===== config.mk =====
export PLATFORM = sky130hd
export DESIGN_NAME = rte_cordic
export DESIGN_NICKNAME = d
export VERILOG_FILES = /design/src/hw/rtl/rte_pkg.sv /design/src/hw/rtl/rte_cordic.sv
export SDC_FILE = /design/constraint.sdc
export NUM_CORES = 2
export LEC_CHECK = 0
export BUFFER_PORTS_ARGS = -buffer_cell sky130_fd_sc_hd__buf_4
export CAP_MARGIN = 15
export CORE_MARGIN = 10
export CORE_UTILIZATION = 45
export DETAILED_ROUTE_END_ITERATION = 12
export SYNTH_ARGS = -nofsm -noshare
export SYNTH_HDL_FRONTEND = slang
export SYNTH_SLANG_ARGS = --single-unit

===== constraint.sdc =====
create_clock -name clk -period 6.74 [get_ports clk]
set_input_delay 0.674 -clock clk [delete_from_list [all_inputs] [get_ports clk]]
set_output_delay 0.674 -clock clk [all_outputs]
set_load 0.05 [all_outputs]

===== src/hw/rtl/rte_pkg.sv =====
// Shared types, constants and the arctangent table for the ZXY Euler angle block.
package rte_pkg;

	// Fixed-point constants: Q2.14 inputs, Q3.13 angles, Q30 CORDIC angle accumulator.
	localparam int CORDIC_STAGES_DEF = 16;
	localparam int TABLE_LEN         = 24;
	localparam int ACC_W             = 34;
	localparam int ARG_W             = 17;
	localparam int SQRT_STEPS        = 16;
	localparam int RAD_W             = 29;
	localparam int ROOT_W            = 15;
	localparam logic signed [ACC_W-1:0] HALF_PI_Q30 = 34'sd1686629713;
	localparam logic signed [16:0]      PI_Q13      = 17'sd25736;
	localparam logic signed [16:0]      HALF_PI_Q13 = 17'sd12868;
	localparam logic signed [15:0]      ONE_Q14     = 16'sd16384;

	// Lock case codes.
	localparam logic [1:0] LOCK_NONE = 2'd0;
	localparam logic [1:0] LOCK_NEG  = 2'd1;
	localparam logic [1:0] LOCK_POS  = 2'd2;

	// One input transaction: seven matrix entries.
	typedef struct packed {
		logic signed [15:0] r00;
		logic signed [15:0] r01;
		logic signed [15:0] r02;
		logic signed [15:0] r11;
		logic signed [15:0] r20;
		logic signed [15:0] r21;
		logic signed [15:0] r22;
	} mat_t;

	// One result transaction.
	typedef struct packed {
		logic signed [14:0] angle_x;
		logic signed [15:0] angle_y;
		logic signed [15:0] angle_z;
		logic [1:0]         lock_case;
	} ang_t;

	// Data that travels beside the square root pipeline.
	typedef struct packed {
		logic [1:0]             lock;
		logic signed [ARG_W-1:0] zy;
		logic signed [ARG_W-1:0] zx;
		logic signed [ARG_W-1:0] yy;
		logic signed [ARG_W-1:0] yx;
		logic signed [ARG_W-1:0] xy;
	} side_t;

	// Arctangent of 2^-i in Q30.
	function automatic logic signed [ACC_W-1:0] atan_q30(input int i);
		logic signed [ACC_W-1:0] v;
		case (i)
			0:  v = 34'sh3243F6A8;
			1:  v = 34'sh1DAC6705;
			2:  v = 34'sh0FADBAFC;
			3:  v = 34'sh07F56EA6;
			4:  v = 34'sh03FEAB76;
			5:  v = 34'sh01FFD55B;
			6:  v = 34'sh00FFFAAA;
			7:  v = 34'sh007FFF55;
			8:  v = 34'sh003FFFEA;
			9:  v = 34'sh001FFFFD;
			10: v = 34'sh000FFFFF;
			11: v = 34'sh0007FFFF;
			12: v = 34'sh0003FFFF;
			13: v = 34'sh0001FFFF;
			14: v = 34'sh0000FFFF;
			15: v = 34'sh00007FFF;
			16: v = 34'sh00003FFF;
			17: v = 34'sh00001FFF;
			18: v = 34'sh00000FFF;
			19: v = 34'sh000007FF;
			20: v = 34'sh000003FF;
			21: v = 34'sh000001FF;
			22: v = 34'sh000000FF;
			23: v = 34'sh0000007F;
			default: v = '0;
		endcase
		return v;
	endfunction

endpackage


===== src/hw/rtl/rte_cordic.sv =====
// Pipelined vectoring CORDIC that returns atan2(y, x) in Q3.13 radians.
module rte_cordic #(
	parameter int STAGES = rte_pkg::CORDIC_STAGES_DEF
) (
	input  logic                             clk,
	input  logic                             arst_n,
	input  logic                             in_vld,
	input  logic signed [rte_pkg::ARG_W-1:0] y_in,
	input  logic signed [rte_pkg::ARG_W-1:0] x_in,
	output logic                             out_vld,
	output logic signed [15:0]               angle
);
	import rte_pkg::*;

	logic signed [ACC_W-1:0] x_s [0:STAGES];
	logic signed [ACC_W-1:0] y_s [0:STAGES];
	logic signed [ACC_W-1:0] a_s [0:STAGES];
	logic                    z_s [0:STAGES];
	logic                    v_s [0:STAGES];

	logic signed [ACC_W-1:0] vx0, vy0, px, py, pa;
	logic signed [ACC_W-1:0] rsum, rq;
	logic signed [15:0]      ang_c;
	logic signed [15:0]      angle_q;
	logic                    vld_q;

	// Scale to Q28 and fold the left half plane into the right.
	always_comb begin
		vx0 = ACC_W'(x_in) <<< 14;
		vy0 = ACC_W'(y_in) <<< 14;
		px  = vx0;
		py  = vy0;
		pa  = '0;
		if (vx0 < 0) begin
			if (vy0 >= 0) begin
				px = vy0;
				py = -vx0;
				pa = HALF_PI_Q30;
			end else begin
				px = -vy0;
				py = vx0;
				pa = -HALF_PI_Q30;
			end
		end
	end

	always_ff @(posedge clk or negedge arst_n) begin
		if (!arst_n) begin
			v_s[0] <= 1'b0;
		end else begin
			v_s[0] <= in_vld;
		end
	end

	always_ff @(posedge clk) begin
		x_s[0] <= px;
		y_s[0] <= py;
		a_s[0] <= pa;
		z_s[0] <= (x_in == '0) && (y_in == '0);
	end

	// One micro-rotation per stage; stages past the table only pass data on.
	for (genvar i = 0; i < STAGES; i++) begin : g_stage
		always_ff @(posedge clk or negedge arst_n) begin
			if (!arst_n) begin
				v_s[i+1] <= 1'b0;
			end else begin
				v_s[i+1] <= v_s[i];
			end
		end

		always_ff @(posedge clk) begin
			z_s[i+1] <= z_s[i];
			if (i >= TABLE_LEN) begin
				x_s[i+1] <= x_s[i];
				y_s[i+1] <= y_s[i];
				a_s[i+1] <= a_s[i];
			end else if (y_s[i] >= 0) begin
				x_s[i+1] <= x_s[i] + (y_s[i] >>> i);
				y_s[i+1] <= y_s[i] - (x_s[i] >>> i);
				a_s[i+1] <= a_s[i] + atan_q30(i);
			end else begin
				x_s[i+1] <= x_s[i] - (y_s[i] >>> i);
				y_s[i+1] <= y_s[i] + (x_s[i] >>> i);
				a_s[i+1] <= a_s[i] - atan_q30(i);
			end
		end
	end

	// Round to Q3.13, clamp to plus or minus pi, and give zero for a zero vector.
	always_comb begin
		rsum = a_s[STAGES] + ACC_W'(65536);
		rq   = rsum >>> 17;
		if (z_s[STAGES]) begin
			ang_c = '0;
		end else if (rq > ACC_W'(PI_Q13)) begin
			ang_c = 16'(PI_Q13);
		end else if (rq < -ACC_W'(PI_Q13)) begin
			ang_c = -16'(PI_Q13);
		end else begin
			ang_c = rq[15:0];
		end
	end

	always_ff @(posedge clk or negedge arst_n) begin
		if (!arst_n) begin
			vld_q <= 1'b0;
		end else begin
			vld_q <= v_s[STAGES];
		end
	end

	always_ff @(posedge clk) begin
		angle_q <= ang_c;
	end

	assign out_vld = vld_q;
	assign angle   = angle_q;

endmodule


==> impl_metrics.json <==
{
  "cts_root_buf": "clkbuf_16",
  "grt_max_degree": 71,
  "synth-seq-cells": 1451,
  "register_area_um2": 29200,
  "cp.buffers_inverters": 0,
  "critical_path.cell_chain": "nor4_1, nand2_1, or2_2, or3_1, or4_1, o41ai_1, xor2_1, ha_1, a21o_1, a21o_1, a2111oi_0, o22ai_1, o21ba_2, o21ai_1, or4_1, a311oi_2, a21oi_1, xor2_1",
  "yosysSeqAreaShare_pct": 27.5,
  "start_util_pct": 45.1,
  "postRouteWirelength_mm": 275,
  "nets": 14000,
  "final.setup.worst_slack_ps": 1170,
  "status": "completed",
  "routedWlPerCell_um": 17.3,
  "max_slew.worst_pin.slew_ps": 1070,
  "cpPeakStageDelay_ps": 500,
  "multiInputGateArea_um2": 73900,
  "grt_overflow": 0,
  "ant_nets": 0,
  "nFillCells": 22500,
  "worstSetupPathType": "register to register",
  "syn_area_per_cell_um2": 8.48,
  "drive_above_1_share_pct": 4.39,
  "synth_ff_type": "dfxtp_1",
  "period_needed_ps": 5570,
  "final_cells": 15900,
  "core-area_um2": 235000,
  "finalHoldViolations": 0,
  "clkSinkCount": 1451,
  "vias": 88900,
  "area_growth_pct": 9.48,
  "dp_slack_ps": 1240,
  "dp_cells": 15600,
  "grt_pass1_wl_mm": 446,
  "dp_hpwl_mm": 221,
  "crit_fanout": 6,
  "drc": 0,
  "slew_headroom_pct": 27.6,
  "arrival_ps": 6290,
  "gp_congestion": 0.902,
  "antenna_found_initial": 5,
  "ys_types": 110,
  "ctsHtreeMaxLevel": 4,
  "ff2ff_setup_slack_ps": 1170,
  "final_common_cell": "dfxtp_1",
  "endpoint_kind": "register",
  "row_count": 178,
  "async_reset_ff_share_pct": 1.24,
  "path_clk_slew_ps": 60,
  "die_h_um": 505,
  "fmax_mhz": 179,
  "worst_path_dominant_cell_family": "simple AND/OR/NAND/NOR gates",
  "first_pass_iters": 6,
  "cts_tree": "built",
  "cts_buffer_depth": 3,
  "report.final.slew_viol_count": 0,
  "fin_util_pct": 49.4,
  "postSynthCellCount": 12500,
  "slowest_stage": "a2111oi_0",
  "worst_skew_pair.late_latency_ps": 850,
  "yosysWarningCount": 0,
  "vias_per_cell": 5.60,
  "drtIter0Drc": 5297,
  "post_cts_resized": 0,
  "drv_cap": 0,
  "grt_use_total_pct": 20.6,
  "hold_class": "primary input to register",
  "skew_ps": 38.0,
  "startpoint_type": "register",
  "die_area_um2": 255000,
  "tns_ps": 0,
  "first_global_vias": 86700,
  "synth_enable_flop_cells": 0,
  "cts_buffers": 172,
  "fin_crit_sh_pct": 82.7,
  "final_cell_mix": "dfxtp_1 (1418), ha_1 (1318), xnor2_1 (1124), a21oi_1 (1052), nor2_1 (898)",
  "setup_violations": 0,
  "num_io_pins": 54,
  "rsz0062_at_grt": "false",
  "portBuffers": 53,
  "synthesis.area_um2": 106000,
  "die_w_um": 505,
  "post-cts-setup-buffer-count": 0,
  "cp.required_ps": 7460
}
## logic make-up (layout without fill, tap and decap cells)
group,count (synthesis),after routing,share of synthesized area [%]
buffers and inverters,830,978,2.98
other,1,84,0.00354
xor gates and xnor gates,1801,1801,14.9
muxes,20,20,0.190
DFF,1451,1451,27.5
adders and majority gates,1361,1361,16.3
AOI/OAI and AO/OA,3723,3723,22.6
and+or+nand+nor,3309,3309,15.5
## state kept, by name, summed over array words and instances (netlist names)
register	flops
x_s	432
out_vld	1
z_s	17
a_s	526
angle	16
y_s	442
v_s	17
## final cells by class
| type | count | share of cell area (%) |
|---|---|---|
| Timing Repair Buffer | 95 | 0.641 |
| Antenna cell | 3 | 0.00647 |
| Clock buffer | 231 | 4.28 |
| Sequential cell | 1451 | 25.1 |
| Clock inverter | 85 | 0.950 |
| Tap cell | 3150 | 3.40 |
| Inverter | 567 | 1.84 |
| Multi-Input combinational cell | 10300 | 63.8 |
## metal layers
| layer | wire [um] | GRT usage [%] |
|---|---|---|
| met1 | 125000 | 26.1 |
| met2 | 132000 | 36.5 |
| met3 | 10400 | 2.47 |
| met4 | 7380 | 5.99 |
| met5 | 0 | 0 |
## repair_timing
| action | 4_1_cts | 5_1_grt |
|---|---|---|
| endpoints found under the setup margin | 0 | 0 |
| endpoints found under the hold margin | 22 | 0 |
| hold buffers | 4 | 0 |
## cell usage after synthesis (22+ instances only)
cell      count  area, um^2
a211oi_1     68         510
a21boi_0     46         345
a21o_1      576        4320
a21oi_1    1052        5270
a221oi_1     31         272
a31o_2       27         236
a31oi_1     126         788
a41oi_1      25         219
and2_1       69         432
and3_1      122         763
buf_1        41         154
clkbuf_1    197         739
dfxtp_1    1433       28700
fa_1         38         761
ha_1       1318       16500
inv_1       564        2120
nand2_1     770        2890
nand2b_1    221        1380
nand3_1     227        1140
nand3b_1     29         218
nand4_1     117         732
nor2_1      898        3370
nor2b_1     193        1210
nor3_1      223        1120
nor3b_1      29         218
nor4_1       63         394
o211ai_1     58         435
o21a_1      170        1280
o21ai_0     776        3880
o21bai_1    150        1130
o22ai_1      22         138
o31a_1       37         324
o31ai_1     194        1460
o41ai_1      87         762
or2_2        62         388
or3_1       118         738
or4_1        94         706
xnor2_1    1124        9840
xor2_1      677        5930
## worst paths after layout
path,from,end,depth (start not counted)
max in group asynchronous,arst_n,v_s[2],2
min in group asynchronous,arst_n,v_s[5],2
worst min-delay path,x_in[6],x_s[0][20],3
worst max-delay path,x_s[13][16],y_s[14][33],18
worst min register to register,z_s[0][6],z_s[0][7],0
worst max register to register,x_s[13][16],y_s[14][33],18
## through the flow
step	hold slack [ps]	instance area, um^2
after floorplan	310	106000
after global placement	310	110000
after detailed placement	312	110000
after CTS	19.9	116000
after global routing	63.3	116000
final	109	116000
## worst register-to-register path: stages, from the launching register on
cell and delay (ps):
dfxtp_1 350, nor4_1 410, nand2_1 140, or2_2 330
or3_1 390, or4_1 470, o41ai_1 330, xor2_1 190
ha_1 320, a21o_1 230, a21o_1 190, a2111oi_0 500
o22ai_1 130, o21ba_2 280, o21ai_1 100, or4_1 480
a311oi_2 320, a21oi_1 130, xor2_1 170
Power is not shown: default switching activity piles up to over one toggle a cycle in this logic, so the estimate is an artifact.
