[src/hw/rtl/rte_pkg.sv]
// Shared types, constants and the arctangent table for the ZXY Euler angle block.
package rte_pkg;

	// Fixed-point constants: Q2.14 inputs, Q3.13 angles, Q30 CORDIC angle accumulator.
	localparam int CORDIC_STAGES_DEF = 16;
	localparam int TABLE_LEN         = 24;
	localparam int ACC_W             = 34;
	localparam int ARG_W             = 17;
	localparam int SQRT_STEPS        = 16;
	localparam int RAD_W             = 29;
	localparam int ROOT_W            = 15;
	localparam logic signed [ACC_W-1:0] HALF_PI_Q30 = 34'sd1686629713;
	localparam logic signed [16:0]      PI_Q13      = 17'sd25736;
	localparam logic signed [16:0]      HALF_PI_Q13 = 17'sd12868;
	localparam logic signed [15:0]      ONE_Q14     = 16'sd16384;

	// Lock case codes.
	localparam logic [1:0] LOCK_NONE = 2'd0;
	localparam logic [1:0] LOCK_NEG  = 2'd1;
	localparam logic [1:0] LOCK_POS  = 2'd2;

	// One input transaction: seven matrix entries.
	typedef struct packed {
		logic signed [15:0] r00;
		logic signed [15:0] r01;
		logic signed [15:0] r02;
		logic signed [15:0] r11;
		logic signed [15:0] r20;
		logic signed [15:0] r21;
		logic signed [15:0] r22;
	} mat_t;

	// One result transaction.
	typedef struct packed {
		logic signed [14:0] angle_x;
		logic signed [15:0] angle_y;
		logic signed [15:0] angle_z;
		logic [1:0]         lock_case;
	} ang_t;

	// Data that travels beside the square root pipeline.
	typedef struct packed {
		logic [1:0]             lock;
		logic signed [ARG_W-1:0] zy;
		logic signed [ARG_W-1:0] zx;
		logic signed [ARG_W-1:0] yy;
		logic signed [ARG_W-1:0] yx;
		logic signed [ARG_W-1:0] xy;
	} side_t;

	// Arctangent of 2^-i in Q30.
	function automatic logic signed [ACC_W-1:0] atan_q30(input int i);
		logic signed [ACC_W-1:0] v;
		case (i)
			0:  v = 34'sh3243F6A8;
			1:  v = 34'sh1DAC6705;
			2:  v = 34'sh0FADBAFC;
			3:  v = 34'sh07F56EA6;
			4:  v = 34'sh03FEAB76;
			5:  v = 34'sh01FFD55B;
			6:  v = 34'sh00FFFAAA;
			7:  v = 34'sh007FFF55;
			8:  v = 34'sh003FFFEA;
			9:  v = 34'sh001FFFFD;
			10: v = 34'sh000FFFFF;
			11: v = 34'sh0007FFFF;
			12: v = 34'sh0003FFFF;
			13: v = 34'sh0001FFFF;
			14: v = 34'sh0000FFFF;
			15: v = 34'sh00007FFF;
			16: v = 34'sh00003FFF;
			17: v = 34'sh00001FFF;
			18: v = 34'sh00000FFF;
			19: v = 34'sh000007FF;
			20: v = 34'sh000003FF;
			21: v = 34'sh000001FF;
			22: v = 34'sh000000FF;
			23: v = 34'sh0000007F;
			default: v = '0;
		endcase
		return v;
	endfunction

endpackage

[src/hw/rtl/rte_sqrt.sv]
// Pipelined integer square root, one result bit per stage, with side data.
module rte_sqrt (
	input  logic                       clk,
	input  logic                       arst_n,
	input  logic                       in_vld,
	input  logic [rte_pkg::RAD_W-1:0]  rad,
	input  rte_pkg::side_t             side_in,
	output logic                       out_vld,
	output logic [rte_pkg::ROOT_W-1:0] root,
	output rte_pkg::side_t             side_out
);
	import rte_pkg::*;

	logic [RAD_W-1:0] rem_s  [0:SQRT_STEPS];
	logic [31:0]      root_s [0:SQRT_STEPS];
	logic             vld_s  [0:SQRT_STEPS];
	side_t            side_s [0:SQRT_STEPS];

	// Stage zero is the incoming transaction.
	always_comb begin
		rem_s[0]  = rad;
		root_s[0] = '0;
		vld_s[0]  = in_vld;
		side_s[0] = side_in;
	end

	// Each stage tries one bit of the root against the running remainder.
	for (genvar k = 0; k < SQRT_STEPS; k++) begin : g_step
		localparam logic [31:0] BIT = 32'd1 << (30 - 2 * k);
		logic [32:0] trial;
		assign trial = {1'b0, root_s[k]} + {1'b0, BIT};

		always_ff @(posedge clk or negedge arst_n) begin
			if (!arst_n) begin
				vld_s[k+1] <= 1'b0;
			end else begin
				vld_s[k+1] <= vld_s[k];
			end
		end

		always_ff @(posedge clk) begin
			side_s[k+1] <= side_s[k];
			if ({4'd0, rem_s[k]} >= trial) begin
				rem_s[k+1]  <= rem_s[k] - trial[RAD_W-1:0];
				root_s[k+1] <= (root_s[k] >> 1) + BIT;
			end else begin
				rem_s[k+1]  <= rem_s[k];
				root_s[k+1] <= root_s[k] >> 1;
			end
		end
	end

	assign out_vld  = vld_s[SQRT_STEPS];
	assign root     = root_s[SQRT_STEPS][ROOT_W-1:0];
	assign side_out = side_s[SQRT_STEPS];

endmodule

[config.mk]
export PLATFORM = sky130hd
export DESIGN_NAME = rte_sqrt
export DESIGN_NICKNAME = d
export VERILOG_FILES = /design/src/hw/rtl/rte_pkg.sv /design/src/hw/rtl/rte_sqrt.sv
export SDC_FILE = /design/constraint.sdc
export NUM_CORES = 1
export LEC_CHECK = 0
export BUFFER_PORTS_ARGS = -buffer_cell sky130_fd_sc_hd__buf_4
export CORE_UTILIZATION = 30
export CTS_BUF_LIST = sky130_fd_sc_hd__clkbuf_8
export DETAILED_ROUTE_END_ITERATION = 8
export SKIP_CTS_REPAIR_TIMING = 1
export SLEW_MARGIN = 20
export SYNTH_ARGS = -nofsm -noshare
export SYNTH_HDL_FRONTEND = slang
export SYNTH_SLANG_ARGS = --single-unit
[constraint.sdc]
create_clock -name clk -period 3.45 [get_ports clk]
set_input_delay 0.69 -clock clk [delete_from_list [all_inputs] [get_ports clk]]
set_output_delay 0.69 -clock clk [all_outputs]
set_load 0.005 [all_outputs]
==> results of run 1 <==
==> worst register-to-register path: stages, from the launching register on <==
cell and delay (ps):
dfxtp_1 330, inv_1 40, ha_1 340, or4_1 510, o21ai_0 140, a211oi_1 150, o31ai_1 530, nand2_1 150
nor4b_1 360, xor2_1 110
==> layout by cell type (no fill, tap or decap), drive strengths merged, types with 18 or more instances in the layout <==
master       instances
xnor2               72
o21a                39
ha                 131
inv                251
nor2               121
clkinv              42
nor4                52
nand2b              31
clkbuf             392
or4                 20
a21o                28
dfxtp             1947
mux2                23
nor3                44
buf                228
dlygate4sd3        120
a21oi              107
nor2b               18
xor2                70
nand2               81
or3                 20
nand3               26
o21ai               85
==> cell type report <==
cell class              count  area [sq um]  share of cell area (%)
well taps                2160          2700                    4.50
inverters                 160           601                   0.999
repair buffers            348          2910                    4.85
diodes                      3          7.51                  0.0125
clock inverters           150           908                    1.51
multi-input cells        1157          8210                    13.7
clock buffers             392          5400                    8.97
flip-flops and latches   1963         39400                    65.5
==> per-stage QoR <==
stage | worst slack (ps) | hold WS, ps
finish | 651 | 287
floorplan | 882 | 310
CTS | 608 | -613
global route | 392 | 214
detailed placement | 614 | 312
global placement | 684 | 309
==> report_power, final <==
group | internal [W] | switching (W)
clock | 0.0109 | 0.00830
combinational | 0.00319 | 0.00339
sequential | 0.0251 | 0.00135
total | 0.0392 | 0.0130
==> routing by layer <==
| metal | part of all wire [%] | wire [microns] | up-vias |
|---|---|---|---|
| met2 | 46 | 32900 | 566 |
| met5 | 0 | 0 | - |
| met3 | 6.3 | 4580 | 240 |
| met1 | 44 | 31500 | 10900 |
| li1 | - | - | 12300 |
| met4 | 4.3 | 3080 | 0 |
==> cell families after synthesis <==
kind of cell / synth area share [%]
other: 0.00766
and+or+nand+nor: 5.49
adders and majority gates: 3.35
muxes: 0.631
buffers and inverters: 2.81
DFF: 80.4
AOI/OAI and AO/OA: 4.75
xor gates and xnor gates: 2.54
==> flip-flops by register name, summed over array words and instances, names as in the netlist <==
register / cells
rem_s: 435
side_s: 1305
side_out: 87
root_s: 105
out_vld: 1
root: 15
vld_s: 15
==> final timing paths <==
kind,from,cells past startpoint,end
worst max-delay path,root_s[70],9,rem_s[48]
worst min-delay path,side_s[1298],0,side_s[1211]
worst max register to register,root_s[70],9,rem_s[48]
worst min register to register,side_s[1298],0,side_s[1211]
max in group asynchronous,arst_n,4,vld_s[3]
min in group asynchronous,arst_n,3,vld_s[5]
==> results.toml, run 1 <==
[cts]
worstSkewPairLatency_ps = 1000
cts_buffers = 319
cts_root_buffer = "clkbuf_8"
clock-sinks = 1963
clk_pin_slew_ps = 60
tritoncts = "done"
h-tree-depth = 5
clockBufferDepth = 4

[logic_synthesis]
synth_nets = 3644
synth_top_area_cell = "dfxtp_1"
ys_ff_latch = 1963
yosysWarnings = 0
postSynthCellCount = 3394
yosys.area.top_type_share_pct = 79.6
synth_area_leaders = "dfxtp_1, ha_1, buf_4"
syn-cell-area_sq_um = 49000
synth_cell_types = 88
yosys_most_used_dff = "dfxtp_1"
synth.most_common_cell = "dfxtp_1"
syn_avg_cell_area_sq_um = 14.4
synth_edf_count = 0
yosysSeqAreaShare_pct = 80.4
synthArstFlopShare_pct = 0.815
synth_common_cells = "dfxtp_1, inv_1, ha_1, nor2_1, a21oi_1"

[flow_run]
drv_cap = 0

[critical_path]
crit_fanout = 5
critPathKind = "flip-flop to flip-flop"
crit_path_max_incr_delay_ps = 530
start_kind = "flip-flop"
crit_arrival_ps = 3630
end_kind = "flip-flop"
cp.required_ps = 4280
critPathTopFamily = "simple AND/OR/NAND/NOR gates"
cp.buffers_inverters = 1
cpMaxStageDelayCell = "o31ai_1"
r2r_setup_slack_ps = 650
path_cells = "inv_1 > ha_1 > or4_1 > o21ai_0 > a211oi_1 > o31ai_1 > nand2_1 > nor4b_1 > xor2_1"

[global_route]
grt_max_degree = 34
grt_pass1_vias = 24100
grt.total_usage_pct = 8.75
use_met3_pct = 3.54
grt.overflow.total = 0
grt_util_met2_pct = 13.8
use_met1_pct = 9.87
grt.busiest_layer = "met2"
grt_pass1_wl_microns = 116000
grt_antenna_before_repair = 3

[cells_and_area]
final_cell_area_sq_um = 60100
fillCellCount = 15300
drive_gt1_share_pct = 17.7
syn_to_final_growth_pct = 22.8
nets = 4199
finalNonFillerCells = 6333
final_util_pct = 37.3

[die]
die_w_microns = 406
row_count = 147
fp.coreArea_sq_um = 161000
die_height_microns = 406
start_util_pct = 30.4
pin_count = 222
die-area_sq_um = 165000

[power]
leakage_nw = 26.3
p_total_w = 0.0523
vdd_drop_max_mv = 0.618
powerDensity_nw_per_um2 = 869

[timing]
setup_viol = 0
tightest_slew_ps = 1020
period_share_pct = 81.1
hold_viol = 0
final.setup.tns_ps = 0
slew_headroom_pct = 30.9
rsz0062_at_grt = "no"
period_minus_slack_ps = 2800
drv_slew = 0
max_freq_mhz = 357
finalClockSkew_ps = 58.1

[routing]
num_vias = 24000
drc = 0
drtPass1Iterations = 5
wire_per_inst_microns = 11.4
finalWirelength_microns = 72100
dr.first_iter.drc_count = 847
avgViaCountPerCell = 3.79
ant_nets = 0

[place]
post-dp-hpwl_microns = 45800
place_congestion = 0.825
placed_cell_area_sq_um = 52600
dp_cells = 5668
io_buffers = 221

[outcome]
outcome = "complete, no violations"

[min_path]
hold_class = "flip-flop to flip-flop"
No activity file was read; power rests on OpenSTA's default activity.
==> run 2: changes to the inputs <==
==> constraint.sdc (replaced) <==
create_clock -name clk -period 2.4 [get_ports clk]
set_input_delay 0.48 -clock clk [delete_from_list [all_inputs] [get_ports clk]]
set_output_delay 0.48 -clock clk [all_outputs]
set_load 0.005 [all_outputs]
==> run 2 against run 1 <==
Effect of this change: the flow now finishes with violations (setup timing); setup slack got worse by 810 ps; hold slack got worse by 160 ps; routed wire length rose by 2.2%; power rose by 49%; cell area rose by 4.1%; via count rose by 3.0%; cell count rose by 2.8%; register-to-register slack got worse by 810 ps; critical path depth did not move; critical path type unchanged; critical endpoint is now rem_s[231].
==> results.toml, run 2 (synthesis gave the netlist of run 1 again) <==
[place]
place_congestion = 0.797
dp_slack_ps = -181
post-dp-hpwl_microns = 46100
io_buffers = 221

[die]
die_height_microns = 406
pin_count = 222
row_count = 147
fp.coreArea_sq_um = 161000
die_w_microns = 406
die-area_sq_um = 165000
start_util_pct = 30.4

[min_path]
hold_class = "primary input to flip-flop"

[cells_and_area]
drive_gt1_share_pct = 24.2
layout_commonest_cell = "dfxtp_1"
final_cell_mix = "dfxtp_1, buf_4, clkbuf_8, inv_1, dlygate4sd3_1"
multiInputGateArea_sq_um = 9100
fillCellCount = 15100
final-seq-area_sq_um = 39400
largest_registers = "side_s: 1305 flops, rem_s: 435 flops, root_s: 105 flops"
largest_reg_flops = 1305
top_register = "side_s"
nets = 4386
syn_to_final_growth_pct = 27.8
final_util_pct = 38.8

[critical_path]
r2r_cells = 9
r2r-end = "rem_s[231]"
crit_arrival_ps = 3400
critPathKind = "flip-flop to flip-flop"
cp.required_ps = 3240
start_kind = "flip-flop"
end_kind = "flip-flop"
crit_fanout = 3
critical_path.startpoint = "rem_s[247]"
crit_path_end = "rem_s[231]"
r2r_start = "rem_s[247]"
r2r_setup_slack_ps = -160

[global_route]
grt.total_usage_pct = 8.61
grt.overflow.total = 0
grt_pass1_wl_microns = 114000
grt_antenna_before_repair = 2
grt_max_degree = 21
grt_pass1_vias = 24200

[routing]
avgViaCountPerCell = 3.80
finalWirelength_microns = 73700
dr.first_iter.drc_count = 705
drc = 0
drtPass1Iterations = 5
ant_nets = 0
num_vias = 24700
wire_per_inst_microns = 11.3

[timing]
period_share_pct = 107
final.setup.tns_ps = -457
period_minus_slack_ps = 2560
drv_slew = 0
hold_viol = 0
layout_setup_ws_ps = -160
setup_viol = 5
slew_headroom_pct = 52.9
max_freq_mhz = 391
tightest_slew_ps = 704
rsz0062_at_grt = "yes"
finalClockSkew_ps = 70.6
hold_ws_ps = 124

[cts]
cts_buffers = 319
h-tree-depth = 5
worstSkewPairLatency_ps = 990
tritoncts = "done"
clock-sinks = 1963
clockBufferDepth = 4
cts_root_buffer = "clkbuf_8"
clk_pin_slew_ps = 60

[power]
powerDensity_nw_per_um2 = 1250
leakage_nw = 27.4
vdd_drop_max_mv = 0.699
p_total_w = 0.0779

[outcome]
outcome = "complete, but fails checks"
violations = "setup timing"

[flow_run]
drv_cap = 0
-- run 2: critical path, cell delays in order, from the launching register on --
cell and delay (ps):
dfxtp_1 310, inv_1 80, ha_1 140, or4b_1 500, nor4_4 240, a31oi_2 150
nor2b_4 170, a2111oi_4 320, or3b_4 420, xnor2_1 130
-- run 2: layout make-up --
type / instances / share of cell area (%)
flip-flops and latches: 1963 / 63.0
multi-input cells: 1157 / 14.6
clock buffers: 388 / 8.54
repair buffers: 535 / 7.04
well taps: 2160 / 4.32
clock inverters: 144 / 1.60
inverters: 160 / 0.964
diodes: 1 / 0.00400
-- run 2: routing by layer --
layer  routed length (microns)  share of wire (%)  GRT usage [%]  vias up
li1                          -                  -              -    12700
met1                     31900                 43           9.68    11200
met2                     34400                 47           13.5      575
met3                      4440                6.0           3.31      235
met4                      3000                4.1           5.75        0
met5                         0                  0              0        -
-- run 2: where the power goes --
part,switching (W),internal (W),leakage [nW],total (W)
Combinational,0.00568,0.00621,7.19,0.0119
Sequential,0.00204,0.0361,16.6,0.0382
Clock,0.0119,0.0160,3.58,0.0278
-- run 2: through the flow --
step / area, sq um / std cells
after CTS: 60200 / 6364
final: 62600 / 6508
after floorplan: 49000 / 3394
after global routing: 62600 / 6508
after global placement: 53900 / 5832
after detailed placement: 53900 / 5832
-- run 2: worst min-delay path by stage --
stage / from / to / slack [ps] / cells after the start
floorplan: arst_n / out_vld / 180 / 0
global placement: side_s[545] / side_s[458] / 310 / 0
detailed placement: rem_s[463] / root_s[476] / 310 / 0
CTS: arst_n / vld_s[2] / -850 / 1
global route: rad[4] / rem_s[439] / 3 / 2
finish: rad[5] / rem_s[440] / 120 / 2
==> run 3: changes to the inputs <==
==> constraint.sdc (replaced) <==
create_clock -name clk -period 2.4 [get_ports clk]
set_input_delay 0.36 -clock clk [delete_from_list [all_inputs] [get_ports clk]]
set_output_delay 0.36 -clock clk [all_outputs]
set_load 0.005 [all_outputs]
==> run 3 against run 2 <==
Effect of this change: the run still ends with setup timing left; combinational power barely moved; clock skew about the same; power grew 0.24%; sequential cell count unchanged; sequential power barely moved; count of clock-buffer cells in the layout did not move; clock power is essentially flat; via count grew 1.8%; core utilization is 0.70 points higher; first-iteration DRC count rose by 0.71%; routed wire length increased by 1.7%; cell area up 1.8%; largest cell class unchanged; largest power group unchanged; highest routed layer unchanged.
==> results.toml, run 3 (synthesis gave the netlist of run 1 again) <==
[global_route]
grt.overflow.total = 0
grt_pass1_vias = 24200
grt.total_usage_pct = 8.61
grt_max_degree = 21
grt_pass1_wl_microns = 114000
grt_antenna_before_repair = 2

[die]
pin_count = 222
start_util_pct = 30.4
die_height_microns = 406
die_w_microns = 406
die-area_sq_um = 165000
fp.coreArea_sq_um = 161000
row_count = 147

[power]
p_clk_share_pct = 35.7
leakage_nw = 27.8
vdd_drop_max_mv = 0.699
intPower_w = 0.0584
seqPwrFrac_pct = 48.9
swShare_pct = 25.2
p_switching_w = 0.0197
powerDensity_nw_per_um2 = 1230
p_comb_share_pct = 15.4

[critical_path]
crit_arrival_ps = 3400
r2r-end = "rem_s[231]"
r2r_cells = 9
cpMaxStageDelayCell = "or4b_1"
critical_path.startpoint = "rem_s[247]"
r2r_start = "rem_s[247]"
crit_fanout = 3
cp.required_ps = 3250
path_cells = "inv_1 > ha_1 > or4b_1 > nor4_4 > a31oi_2 > nor2b_4 > a2111oi_4 > or3b_4 > xnor2_1"
end_kind = "flip-flop"
crit_path_max_incr_delay_ps = 500
critPathKind = "flip-flop to flip-flop"
r2r_setup_slack_ps = -150
start_kind = "flip-flop"

[min_path]
hold_path_depth = 0
hold_class = "flip-flop to flip-flop"
hp-start = "side_s[774]"
hold_path_end = "side_s[687]"

[cells_and_area]
fillCellCount = 15000
largest_reg_flops = 1305
top_register = "side_s"
drive_gt1_share_pct = 23.6
final_util_pct = 39.5
final_cell_mix = "dfxtp_1, buf_4, clkbuf_8, inv_1, dlygate4sd3_1"
syn_to_final_growth_pct = 30.1
final_cell_area_sq_um = 63700
largest_registers = "side_s: 1305 flops, rem_s: 435 flops, root_s: 105 flops"
nets = 4498
layout_commonest_cell = "dfxtp_1"

[outcome]
violations = "setup timing"
outcome = "complete, but fails checks"

[place]
post-dp-hpwl_microns = 46100
place_congestion = 0.797
io_buffers = 221
placed_cell_area_sq_um = 53900

[timing]
max_freq_mhz = 392
tightest_slew_ps = 715
period_minus_slack_ps = 2550
slew_headroom_pct = 52.2
drv_slew = 0
finalClockSkew_ps = 70.4
layout_setup_ws_ps = -153
final.setup.tns_ps = -428
period_share_pct = 106
hold_viol = 0
rsz0062_at_grt = "yes"
setup_viol = 5

[cts]
clk_pin_slew_ps = 60
worstSkewPairLatency_ps = 990
h-tree-depth = 5
clock-sinks = 1963
cts_buffers = 319
cts_root_buffer = "clkbuf_8"
clockBufferDepth = 4
tritoncts = "done"

[routing]
drc = 0
wire_per_inst_microns = 11.3
num_vias = 25200
ant_nets = 0
avgViaCountPerCell = 3.80
drtPass1Iterations = 5
dr.first_iter.drc_count = 710
finalWirelength_microns = 75000

[flow_run]
drv_cap = 0
-- run 3: cell types whose count changed in the layout (fill, tap and decap cells not counted), sizes merged --
cell         previous run  this run
dlygate4sd3           124       236
-- run 3: layer usage --
metal  wire length (microns)  track usage (%)
met3                    4440             3.31
met4                    2980             5.75
met1                   32500             9.68
met5                       0                0
met2                   35100             13.5
-- run 3: layout make-up --
type / count / area, sq um / area share [%]
clock inverter: 144 / 1000 / 1.57
clock buffer: 388 / 5340 / 8.39
inverter: 160 / 603 / 0.947
tap: 2160 / 2700 / 4.24
multi-input combinational: 1157 / 9100 / 14.3
sequential: 1963 / 39400 / 61.9
timing repair buffer: 647 / 5530 / 8.68
antenna: 1 / 2.50 / 0.00393
-- run 3: power by group through the flow --
stage | logic [W] | registers (W) | clock network [W]
floorplan | 0.00749 | 0.0380 | 0
detailed placement | 0.0107 | 0.0387 | 0
CTS | 0.0108 | 0.0380 | 0.0292
global placement | 0.0105 | 0.0387 | 0
finish | 0.0120 | 0.0382 | 0.0279
global route | 0.0134 | 0.0385 | 0.0307
-- run 3: worst max path at each step --
stage                      end  slack (ps)  cells past startpoint
global route        rem_s[198]        -250                     10
CTS                 rem_s[111]        -180                     10
finish              rem_s[231]        -150                      9
detailed placement  rem_s[255]        -180                      9
global placement    rem_s[229]        -140                      9
floorplan           rem_s[229]           2                      9
-- run 3: critical path: cells and delay by family (launching register included) --
family	cells	cell delay (ps)
XOR/XNOR	1	130
flip-flops	1	310
buffers and inverters	1	80
adder cells (fa/ha/maj)	1	140
AO/OA/AOI/OAI	2	470
AND/OR/NAND/NOR	4	1330
-- run 3: stage by stage --
step / power [W] / hold WS [ps] / instances / setup slack (ps)
finish: 0.0781 / 281 / 6620 / -153
detailed placement: 0.0494 / 230 / 5832 / -181
global route: 0.0826 / 276 / 6620 / -245
CTS: 0.0780 / -969 / 6364 / -180
floorplan: 0.0455 / 64.4 / 3394 / 1.61
global placement: 0.0492 / 216 / 5832 / -141
